<file path="config.mk">
export PLATFORM = sky130hd
export DESIGN_NAME = matrix_rotate_90_core
export DESIGN_NICKNAME = d
export VERILOG_FILES = /design/src/sv/mr90_pkg.sv /design/src/sv/matrix_rotate_90_core.sv /design/src/sv/mr90_ram.sv /design/src/sv/mr90_dp.sv /design/src/sv/mr90_ctrl.sv
export SDC_FILE = /design/constraint.sdc
export NUM_CORES = 2
export LEC_CHECK = 0
export ABC_AREA = 0
export BUFFER_PORTS_ARGS = -buffer_cell sky130_fd_sc_hd__buf_2
export CAP_MARGIN = 20
export CORE_ASPECT_RATIO = 1.4
export CORE_MARGIN = 10
export CORE_UTILIZATION = 35
export CTS_CLUSTER_DIAMETER = 100
export DETAILED_ROUTE_END_ITERATION = 6
export GPL_ROUTABILITY_DRIVEN = 1
export SLEW_MARGIN = 20
export SYNTH_ARGS = -nofsm -noshare
export SYNTH_HDL_FRONTEND = slang
export SYNTH_SLANG_ARGS = --single-unit
</file>
<file path="constraint.sdc">
create_clock -name clock -period 4.7 [get_ports clock]
set_input_delay 0.94 -clock clock [delete_from_list [all_inputs] [get_ports clock]]
set_output_delay 0.94 -clock clock [all_outputs]
set_load 0.1 [all_outputs]
</file>
<file path="src/sv/mr90_pkg.sv">
// Shared constants, command/status types and a helper for the matrix rotation core.
package mr90_pkg;

   localparam int MAX_SIDE = 8;
   localparam int SIDE_W   = (MAX_SIDE > 1) ? $clog2(MAX_SIDE) : 1;
   localparam int ADDR_W   = 2 * SIDE_W;
   localparam int DEPTH    = 1 << ADDR_W;
   localparam int DATA_W   = 32;
   localparam int SIZE_W   = 4;

   localparam logic [SIZE_W-1:0] SIZE_RESET = SIZE_W'(MAX_SIDE);

   typedef struct packed {
      logic              wr_en;
      logic [ADDR_W-1:0] wr_addr;
      logic              rd_en;
      logic [ADDR_W-1:0] rd_addr;
      logic              rd_last;
   } cmd_type;

   typedef struct packed {
      logic out_free;
      logic rd_pending;
   } sts_type;

   // Highest row/column index for a written size; zero acts as one, large values clamp.
   function automatic logic [SIDE_W-1:0] side_last(input logic [SIZE_W-1:0] size);
      logic [SIZE_W-1:0] n;
      n = size;
      if (n == '0) begin
         n = SIZE_W'(1);
      end
      if (n > SIZE_W'(MAX_SIDE)) begin
         n = SIZE_W'(MAX_SIDE);
      end
      return SIDE_W'(n - SIZE_W'(1));
   endfunction

endpackage

</file>
<file path="src/sv/matrix_rotate_90_core.sv">
// Top level of the 90-degree clockwise matrix rotation core.
// Load: one request per cycle, N*N requests fill the buffer in row-major order.
// Emit: N*N responses, each a buffer read, then the response register; one read in flight at a time.
// The first response of a matrix passes the state register, the buffer read and the response register.
// Load and emit do not overlap: no request is accepted while a matrix is emitted.
// Synchronous reset: size returns to the maximum side, load position to zero, buffer not cleared.
module matrix_rotate_90_core (
   input  logic                           clock,
   input  logic                           reset,
   input  logic                           req_valid,
   output logic                           req_ready,
   input  logic [mr90_pkg::DATA_W-1:0]    req_element_value,
   output logic                           rsp_valid,
   input  logic                           rsp_ready,
   output logic [mr90_pkg::DATA_W-1:0]    rsp_rotated_value,
   output logic                           rsp_last_of_matrix,
   input  logic                           csr_valid,
   output logic                           csr_ready,
   input  logic [mr90_pkg::SIZE_W-1:0]    csr_matrix_size
);

   mr90_pkg::cmd_type cmd;
   mr90_pkg::sts_type sts;

   mr90_ctrl u_ctrl (
      .clock           (clock),
      .reset           (reset),
      .req_valid       (req_valid),
      .req_ready       (req_ready),
      .csr_valid       (csr_valid),
      .csr_ready       (csr_ready),
      .csr_matrix_size (csr_matrix_size),
      .sts             (sts),
      .cmd             (cmd)
   );

   mr90_dp u_dp (
      .clock              (clock),
      .reset              (reset),
      .cmd                (cmd),
      .sts                (sts),
      .req_element_value  (req_element_value),
      .rsp_valid          (rsp_valid),
      .rsp_ready          (rsp_ready),
      .rsp_rotated_value  (rsp_rotated_value),
      .rsp_last_of_matrix (rsp_last_of_matrix)
   );

   a_one_read_in_flight: assert property (@(posedge clock) disable iff (reset)
      cmd.rd_en |-> !sts.rd_pending)
      else $error("read issued while another read is pending");

   a_landing_slot_free: assert property (@(posedge clock) disable iff (reset)
      sts.rd_pending |-> !rsp_valid)
      else $error("read data lands on an occupied response register");

   a_no_write_during_read: assert property (@(posedge clock) disable iff (reset)
      cmd.wr_en |-> !cmd.rd_en)
      else $error("buffer written and read in the same cycle");

   a_read_needs_room: assert property (@(posedge clock) disable iff (reset)
      cmd.rd_en |-> sts.out_free)
      else $error("read issued without room for its response");

endmodule

</file>
<file path="src/sv/mr90_ram.sv">
// Generic single-write, single-read RAM with registered read data.
module mr90_ram #(
   parameter int WIDTH = 32,
   parameter int DEPTH = 64
) (
   input  logic                     clock,
   input  logic                     wr_en,
   input  logic [$clog2(DEPTH)-1:0] wr_addr,
   input  logic [WIDTH-1:0]         wr_data,
   input  logic                     rd_en,
   input  logic [$clog2(DEPTH)-1:0] rd_addr,
   output logic [WIDTH-1:0]         rd_data
);

   logic [WIDTH-1:0] mem_ff [DEPTH];
   logic [WIDTH-1:0] rd_data_ff;

   always_ff @(posedge clock) begin
      if (wr_en) begin
         mem_ff[wr_addr] <= wr_data;
      end
      if (rd_en) begin
         rd_data_ff <= mem_ff[rd_addr];
      end
   end

   assign rd_data = rd_data_ff;

endmodule

</file>
<file path="src/sv/mr90_dp.sv">
// Datapath: element buffer, read tracking and response register.
module mr90_dp (
   input  logic                           clock,
   input  logic                           reset,
   input  mr90_pkg::cmd_type              cmd,
   output mr90_pkg::sts_type              sts,
   input  logic [mr90_pkg::DATA_W-1:0]    req_element_value,
   output logic                           rsp_valid,
   input  logic                           rsp_ready,
   output logic [mr90_pkg::DATA_W-1:0]    rsp_rotated_value,
   output logic                           rsp_last_of_matrix
);

   logic [mr90_pkg::DATA_W-1:0] rd_data;
   logic                        rd_pending_ff, rd_pending_in;
   logic                        last_pending_ff;
   logic                        rsp_valid_ff, rsp_valid_in;
   logic [mr90_pkg::DATA_W-1:0] rsp_value_ff;
   logic                        rsp_last_ff;

   mr90_ram #(
      .WIDTH (mr90_pkg::DATA_W),
      .DEPTH (mr90_pkg::DEPTH)
   ) u_buf (
      .clock   (clock),
      .wr_en   (cmd.wr_en),
      .wr_addr (cmd.wr_addr),
      .wr_data (req_element_value),
      .rd_en   (cmd.rd_en),
      .rd_addr (cmd.rd_addr),
      .rd_data (rd_data)
   );

   always_comb begin
      rd_pending_in = cmd.rd_en;
      rsp_valid_in  = rsp_valid_ff;
      if (rd_pending_ff) begin
         rsp_valid_in = 1'b1;
      end else if (rsp_ready) begin
         rsp_valid_in = 1'b0;
      end
   end

   always_ff @(posedge clock) begin
      if (reset) begin
         rd_pending_ff <= 1'b0;
         rsp_valid_ff  <= 1'b0;
      end else begin
         rd_pending_ff <= rd_pending_in;
         rsp_valid_ff  <= rsp_valid_in;
      end
      if (cmd.rd_en) begin
         last_pending_ff <= cmd.rd_last;
      end
      if (rd_pending_ff) begin
         rsp_value_ff <= rd_data;
         rsp_last_ff  <= last_pending_ff;
      end
   end

   assign sts.out_free       = !rsp_valid_ff || rsp_ready;
   assign sts.rd_pending     = rd_pending_ff;
   assign rsp_valid          = rsp_valid_ff;
   assign rsp_rotated_value  = rsp_value_ff;
   assign rsp_last_of_matrix = rsp_last_ff;

endmodule

</file>
<file path="src/sv/mr90_ctrl.sv">
// Controller: size register, load counters and rotated read-out sequencing.
module mr90_ctrl (
   input  logic                           clock,
   input  logic                           reset,
   input  logic                           req_valid,
   output logic                           req_ready,
   input  logic                           csr_valid,
   output logic                           csr_ready,
   input  logic [mr90_pkg::SIZE_W-1:0]    csr_matrix_size,
   input  mr90_pkg::sts_type              sts,
   output mr90_pkg::cmd_type              cmd
);

   typedef enum logic [0:0] {
      ST_LOAD,
      ST_EMIT
   } state_type;

   state_type                   state_ff, state_in;
   logic [mr90_pkg::SIZE_W-1:0] size_ff, size_in;
   logic [mr90_pkg::SIDE_W-1:0] row_ff, row_in;
   logic [mr90_pkg::SIDE_W-1:0] col_ff, col_in;
   logic [mr90_pkg::SIDE_W-1:0] last_idx;
   logic                        req_fire;
   logic                        rd_fire;
   logic                        emit_last;

   assign last_idx  = mr90_pkg::side_last(size_ff);
   assign req_ready = (state_ff == ST_LOAD);
   assign csr_ready = 1'b1;
   assign req_fire  = req_valid && req_ready;
   assign rd_fire   = (state_ff == ST_EMIT) && !sts.rd_pending && sts.out_free;
   assign emit_last = (row_ff == last_idx) && (col_ff == last_idx);

   // In load, row/col walk the input; in emit, row is output row i and col is output column j.
   always_comb begin
      cmd.wr_en   = req_fire;
      cmd.wr_addr = {row_ff, col_ff};
      cmd.rd_en   = rd_fire;
      cmd.rd_addr = {mr90_pkg::SIDE_W'(last_idx - col_ff), row_ff};
      cmd.rd_last = emit_last;
   end

   always_comb begin
      state_in = state_ff;
      size_in  = size_ff;
      row_in   = row_ff;
      col_in   = col_ff;
      if (csr_valid) begin
         size_in  = csr_matrix_size;
         row_in   = '0;
         col_in   = '0;
         state_in = ST_LOAD;
      end else begin
         case (state_ff)
            ST_LOAD: begin
               if (req_fire) begin
                  if (col_ff == last_idx) begin
                     col_in = '0;
                     if (row_ff == last_idx) begin
                        row_in   = '0;
                        state_in = ST_EMIT;
                     end else begin
                        row_in = row_ff + 1'b1;
                     end
                  end else begin
                     col_in = col_ff + 1'b1;
                  end
               end
            end
            ST_EMIT: begin
               if (rd_fire) begin
                  if (col_ff == last_idx) begin
                     col_in = '0;
                     if (row_ff == last_idx) begin
                        row_in   = '0;
                        state_in = ST_LOAD;
                     end else begin
                        row_in = row_ff + 1'b1;
                     end
                  end else begin
                     col_in = col_ff + 1'b1;
                  end
               end
            end
            default: begin
               state_in = ST_LOAD;
            end
         endcase
      end
   end

   always_ff @(posedge clock) begin
      if (reset) begin
         state_ff <= ST_LOAD;
         size_ff  <= mr90_pkg::SIZE_RESET;
         row_ff   <= '0;
         col_ff   <= '0;
      end else begin
         state_ff <= state_in;
         size_ff  <= size_in;
         row_ff   <= row_in;
         col_ff   <= col_in;
      end
   end

endmodule

</file>
# [Word level (Yosys, flattened, before mapping)]
# Memory sizes are Yosys's and may differ from the RTL's. A register that Yosys moved wholly into a read port is not among the register bits.
# Cells that the tools add are included.
[word_totals] regBits=47 ram_bits=2048 in_bits=41 out_inout_bits=36 wordCells=53 memories=1
[memory_table] memory="u_dp.u_buf.mem_ff" words=64 width=32 read_ports=1 rd_ports_with_merged_regs=1 write_ports=1 line="mr90_ram.sv:15" source="logic [WIDTH-1:0] mem_ff [DEPTH];"
[classes] n_addsub=4 order_cmp=1 eq_ne=4 n_mux=22 n_bitwise=1 reduce_logical=11
[ops] op="$mux 3" n=8
[ops] op="$pmux 3 s2" n=2
[ops] op="$mux 1" n=10
[ops] op="$add 3x1->3 const B" n=2
[ops] op="$eq 3x3->1" n=2
[ops] op="$gt 4x4->1 const B" n=1
[ops] op="$logic_and 1x1->1" n=4
[ops] op="$logic_not 4->1" n=1
[ops] op="$mux 4" n=1
[ops] op="$ne 2x2->1 const B" n=2
[ops] op="$sub 3x1->3 const B" n=1
[ops] op="$sub 3x3->3" n=1
[ops] op="$logic_not 1->1" n=2
[ops] op="$pmux 1 s2" n=1
[ops] op="$reduce_and 2->1" n=1
[ops] op="$reduce_bool 2->1" n=1
[ops] op="$reduce_or 2->1" n=1
[ops] op="$logic_or 1x1->1" n=1
[ops] op="$not 1->1" n=1

# [Longest topological paths before layout]
[depth] depth_word=10 mapped_depth=13 ltp_nobuf=10

# [Cells and area by module]
# A second synthesis with hierarchy kept.
[hier_totals] cells_unflattened=3460 area_unflattened_um2=80752.4
[by_module_without_submodules] mod="mr90_ram" instances=1 cells_each=3324 area_per_inst_um2=78835.6 seq_area_each_um2=62459.9
[by_module_without_submodules] mod="mr90_dp" instances=1 cells_each=41 area_per_inst_um2=1101.1 seq_area_each_um2=1061.0
[by_module_without_submodules] mod="mr90_ctrl" instances=1 cells_each=95 area_per_inst_um2=815.8 seq_area_each_um2=220.2

# [Worst setup path after synthesis]
# Ideal clock, no wire load.
[synth_path] path_type="input -> register" startpoint="input rsp_ready" endpoint="register u_dp.last_pending_ff, enable pin" setup_time_ps=467 arrival_ps=3324 t_required_ps=4233 slack_ps=909 path_stages=2 path_buffers=0 path_cell_list="nor2b_1 > nor3_1"
[synth_lines] item="start, declared" line="matrix_rotate_90_core.sv:14" source="input logic rsp_ready,"
[synth_lines] item="end signal, assigned" line="mr90_dp.sv:53" source="last_pending_ff <= cmd.rd_last;"
[synth_lines] item="end, declared" line="mr90_dp.sv:16" source="logic last_pending_ff;"

# [Final worst setup path]
[layout_path] startpoint="register u_ctrl.size_ff[1] (netlist bit)" endpoint="register u_dp.u_buf.rd_data_ff[2] (netlist: u_dp.u_buf.rd_data[2]), read port of u_dp.u_buf.mem_ff, data pin"
[layout_between] elab_chain_len=6
[layout_lines] item="start, declared" line="mr90_ctrl.sv:20" source="logic [mr90_pkg::SIZE_W-1:0] size_ff, size_in;"
[layout_lines] item="start signal, assigned" line="mr90_ctrl.sv:96" source="size_ff <= mr90_pkg::SIZE_RESET;"
[layout_lines] item="start signal, assigned" line="mr90_ctrl.sv:101" source="size_ff <= size_in;"
[layout_lines] item="$logic_not 4->1" line="mr90_pkg.sv:30" source="if (n == '0) begin"
[layout_lines] item="$mux 4 (*)" line="mr90_pkg.sv:30"
[layout_lines] item="$gt 4x4->1" line="mr90_pkg.sv:33" source="if (n > SIZE_W'(MAX_SIDE)) begin"
[layout_lines] item="$mux 3 (*)" line="mr90_pkg.sv:33"
[layout_lines] item="$sub 3x1->3 (*)" line="mr90_pkg.sv:36" source="return SIDE_W'(n - SIZE_W'(1));"
[layout_lines] item="$sub 3x3->3 (*)" line="mr90_ctrl.sv:40" source="cmd.rd_addr = {mr90_pkg::SIDE_W'(last_idx - col_ff), row_ff};"
[layout_lines] item="end, declared" line="mr90_ram.sv:16" source="logic [WIDTH-1:0] rd_data_ff;"
# Mark *: on every way between the ends. The rest lies on a longest branch, timed or not.
# A chain may end at the register's enable or synchronous reset.

==> results.sh <==
export IMPL_outcome="complete, no violations"
export IMPL_final_common_cell="edfxtp_1"
export IMPL_synthTopCellsByArea="edfxtp_1, mux2i_1, mux4_2"
export IMPL_worstSetupPathType="reg -> reg"
export IMPL_grt_antenna_before_repair=25
export IMPL_postCtsHoldBufs=0
export IMPL_cts_tree="done"
export IMPL_std_cell_rows=210
export IMPL_die_w_microns=429.7
export IMPL_synthArstFlopShare=0
export IMPL_cts_max_path_buffers=4
export IMPL_syn_nets=4624
export IMPL_synth_simple_area_share=0.02587
export IMPL_areaGrowthSynthToFinish_pct=14.80
export IMPL_p_leak_nw=28.49
export IMPL_overflow=0
export IMPL_grt_usage=0.2100
export IMPL_synth_xor_area_frac=0.0008822
export IMPL_worst_pin_slew_ps=1235
export IMPL_grt_pass1_wl_microns=383800
export IMPL_final_util=0.4038
export IMPL_synth_compound_area_frac=0.09494
export IMPL_synth_area_sq_um=82260
export IMPL_setup_viol=0
export IMPL_yosys_area_share_adder=0.001004
export IMPL_r2r_start="u_ctrl.size_ff[1]$_SDFFE_PP0P_"
export IMPL_root_buffer="clkbuf_16"
export IMPL_boundaryPins=77
export IMPL_wl_per_cell_microns=34.74
export IMPL_synth_top_area_frac=0.7717
export IMPL_wl_microns=279500
export IMPL_synth_ff_type="edfxtp_1"
export IMPL_yosys_warnings=0
export IMPL_clk_pin_slew_ps=70
export IMPL_die_area_sq_um=255100
export IMPL_syn_avg_cell_area_sq_um=17.97
export IMPL_htreeDepth=4
export IMPL_cts_buffers=197
export IMPL_pwr_density_cell_nw_per_um2=405.0
export IMPL_hold_class="in -> reg"
export IMPL_ctsResizeCount=0
export IMPL_syn_inst=4577
export IMPL_layout_common_cells="edfxtp_1, mux2i_1, buf_4, a21oi_1, clkbuf_16"
export IMPL_drv_cap=0
export IMPL_tns_ps=0
export IMPL_cts_sinks=2127
export IMPL_dp_hpwl_microns=168100
export IMPL_insertion_delay_ps=900
export IMPL_fill_cells=20850
export IMPL_cp_end_kind="flop"
export IMPL_synth_top_cell_by_area="edfxtp_1"
export IMPL_min_period_ps=4128
export IMPL_nNetsFinal=4860
export IMPL_drtIter0Drc=7013
export IMPL_yosys_cell_types_count=80
export IMPL_start_kind="flop"
export IMPL_die_height_microns=593.6
export IMPL_drc=0
export IMPL_post_cts_buffers=0
export IMPL_dr_pass1_iters=6
export IMPL_timing_fmax_mhz=242.2
export IMPL_crit_arrival_ps=4840
export IMPL_cp_startpoint="u_ctrl.size_ff[1]$_SDFFE_PP0P_"
export IMPL_grt_pass1_vias=47050
export IMPL_initial_core_util=0.3518
export IMPL_ys_seq_area_frac=0.7749
export IMPL_slew_violations=0
export IMPL_postRouteAntennaNets=0
export IMPL_synth_mux_area_frac=0.08045
export IMPL_layout_drive_gt1_share=0.1946
export IMPL_vdd_drop_max_mv=0.3201
export IMPL_crit_path_max_fanout=44
export IMPL_core_sq_um=233800
export IMPL_hold_path_startpoint="csr_matrix_size[3]"
export IMPL_ys_seq_elements=2127
export IMPL_dr_total_vias=48170
export IMPL_drt_vias_per_instance=5.988
export IMPL_slew_headroom=0.1764
export IMPL_grt_max_degree=69
export IMPL_synth_top_family_by_area="compound AO/OA/AOI/OAI gates"
export IMPL_gp_congestion=0.8983
export IMPL_finalClockSkew_ps=98.55
export IMPL_hold_violations=0
export IMPL_rsz0062_at_grt="no"
export IMPL_critPathRequiredTime_ps=5410
export IMPL_period_share=0.8784
export IMPL_synth_edf_count=2114
export IMPL_io_buffer_count=75
critical path, cell delays in order, from the launching register on:
cell and delay, ps:
dfxtp_1 330, o21ba_2 230, or2_2 300, ha_1 350
fa_2 600, buf_4 730, nand2_2 480, a211oi_1 710
or4_1 210
path summary, 6_finish.rpt:
| kind | to | slack (ps) | cells after the start |
|---|---|---|---|
| max | u_dp.u_buf.rd_data[2]$_DFFE_PP_ | 570 | 8 |
| max reg2reg | u_dp.u_buf.rd_data[2]$_DFFE_PP_ | 570 | 8 |
| min reg2reg | u_dp.rsp_last_of_matrix$_DFFE_PP_ | 440 | 0 |
| min | u_ctrl.size_ff[3]$_SDFFE_PP1P_ | 350 | 2 |
synth_stat cells (4+ instances only):
cell type	n
a211o_1	9
a211oi_1	21
a21oi_1	201
a221o_1	42
a221oi_1	195
a222oi_1	10
a22o_1	60
a22oi_1	94
a311oi_1	9
a31oi_1	27
a32oi_1	16
and2_1	5
and3_1	6
buf_1	15
buf_2	125
buf_4	51
buf_6	30
clkbuf_1	94
dfxtp_1	13
edfxtp_1	2114
ha_1	5
inv_1	10
mux2_2	147
mux2i_1	309
mux4_2	83
nand2_1	159
nand2b_1	9
nand3_1	30
nand3b_1	8
nor2_1	234
nor2b_1	13
nor3_1	7
o211ai_1	41
o21ai_0	164
o221a_2	6
o221ai_1	66
o22a_1	4
o22ai_1	19
o2bb2ai_1	47
o311ai_0	4
o32ai_1	5
or2_2	5
sequential cells by signal, summed over array words and instances, names as in the netlist:
register / cells
u_ctrl.size_ff: 4
u_dp.rd_pending_ff: 1
u_dp.u_buf.mem_ff: 2048
u_dp.last_pending_ff: 1
u_ctrl.state_ff: 1
u_ctrl.row_ff: 3
u_dp.rsp_rotated_value: 32
u_ctrl.col_ff: 3
u_dp.rsp_last_of_matrix: 1
u_dp.u_buf.rd_data: 32
u_dp.rsp_valid: 1
per-stage QoR:
step	total power [mW]	cells	setup slack (ps)	hold slack [ps]	area (sq um)
floorplan	21.76	4577	909.3	400.3	82260
global placement	22.58	7688	473.5	407.5	88140
detailed placement	22.61	7688	484.3	422.9	88150
CTS	38.32	8039	481.2	325.5	94410
global route	39.05	8040	514.0	339.6	94420
finish	38.25	8045	571.7	348.3	94430
power by group:
group	leakage (nW)	internal (mW)	switching, mW	total [mW]
clock	3.05	8.92	7.08	16.0
combinational	6.32	0.305	1.05	1.35
sequential	19.1	20.9	0.0107	20.9
total	28.5	30.1	8.14	38.2
kinds of logic after synthesis:
| kind of cell | Yosys count |
|---|---|
| fa+ha+maj | 6 |
| compound gates | 1072 |
| buf+inv | 328 |
| xor+xnor | 5 |
| simple gates | 499 |
| flops | 2127 |
| other cells | 1 |
| mux | 539 |
layout make-up:
class                      instances  area (sq um)  share of cell area
tap                             3074          3846             0.04073
clock buffer                     236          5119             0.05421
inverter                          13         57.56           0.0006095
multi-input combinational       2122         17340              0.1837
sequential                      2127         63760              0.6752
antenna                            6         15.01           0.0001590
timing repair buffer             352          3158             0.03344
clock inverter                   115          1135             0.01202
metal layers:
layer  vias up  part of all wire  GRT usage
met5         -           0.00035          0
met4        14             0.063     0.1164
met3       749             0.097    0.04138
met2      3142              0.49     0.3500
met1     25010              0.35     0.2549
li1      19250                 -          -
Power figures use the tool's default switching activity.
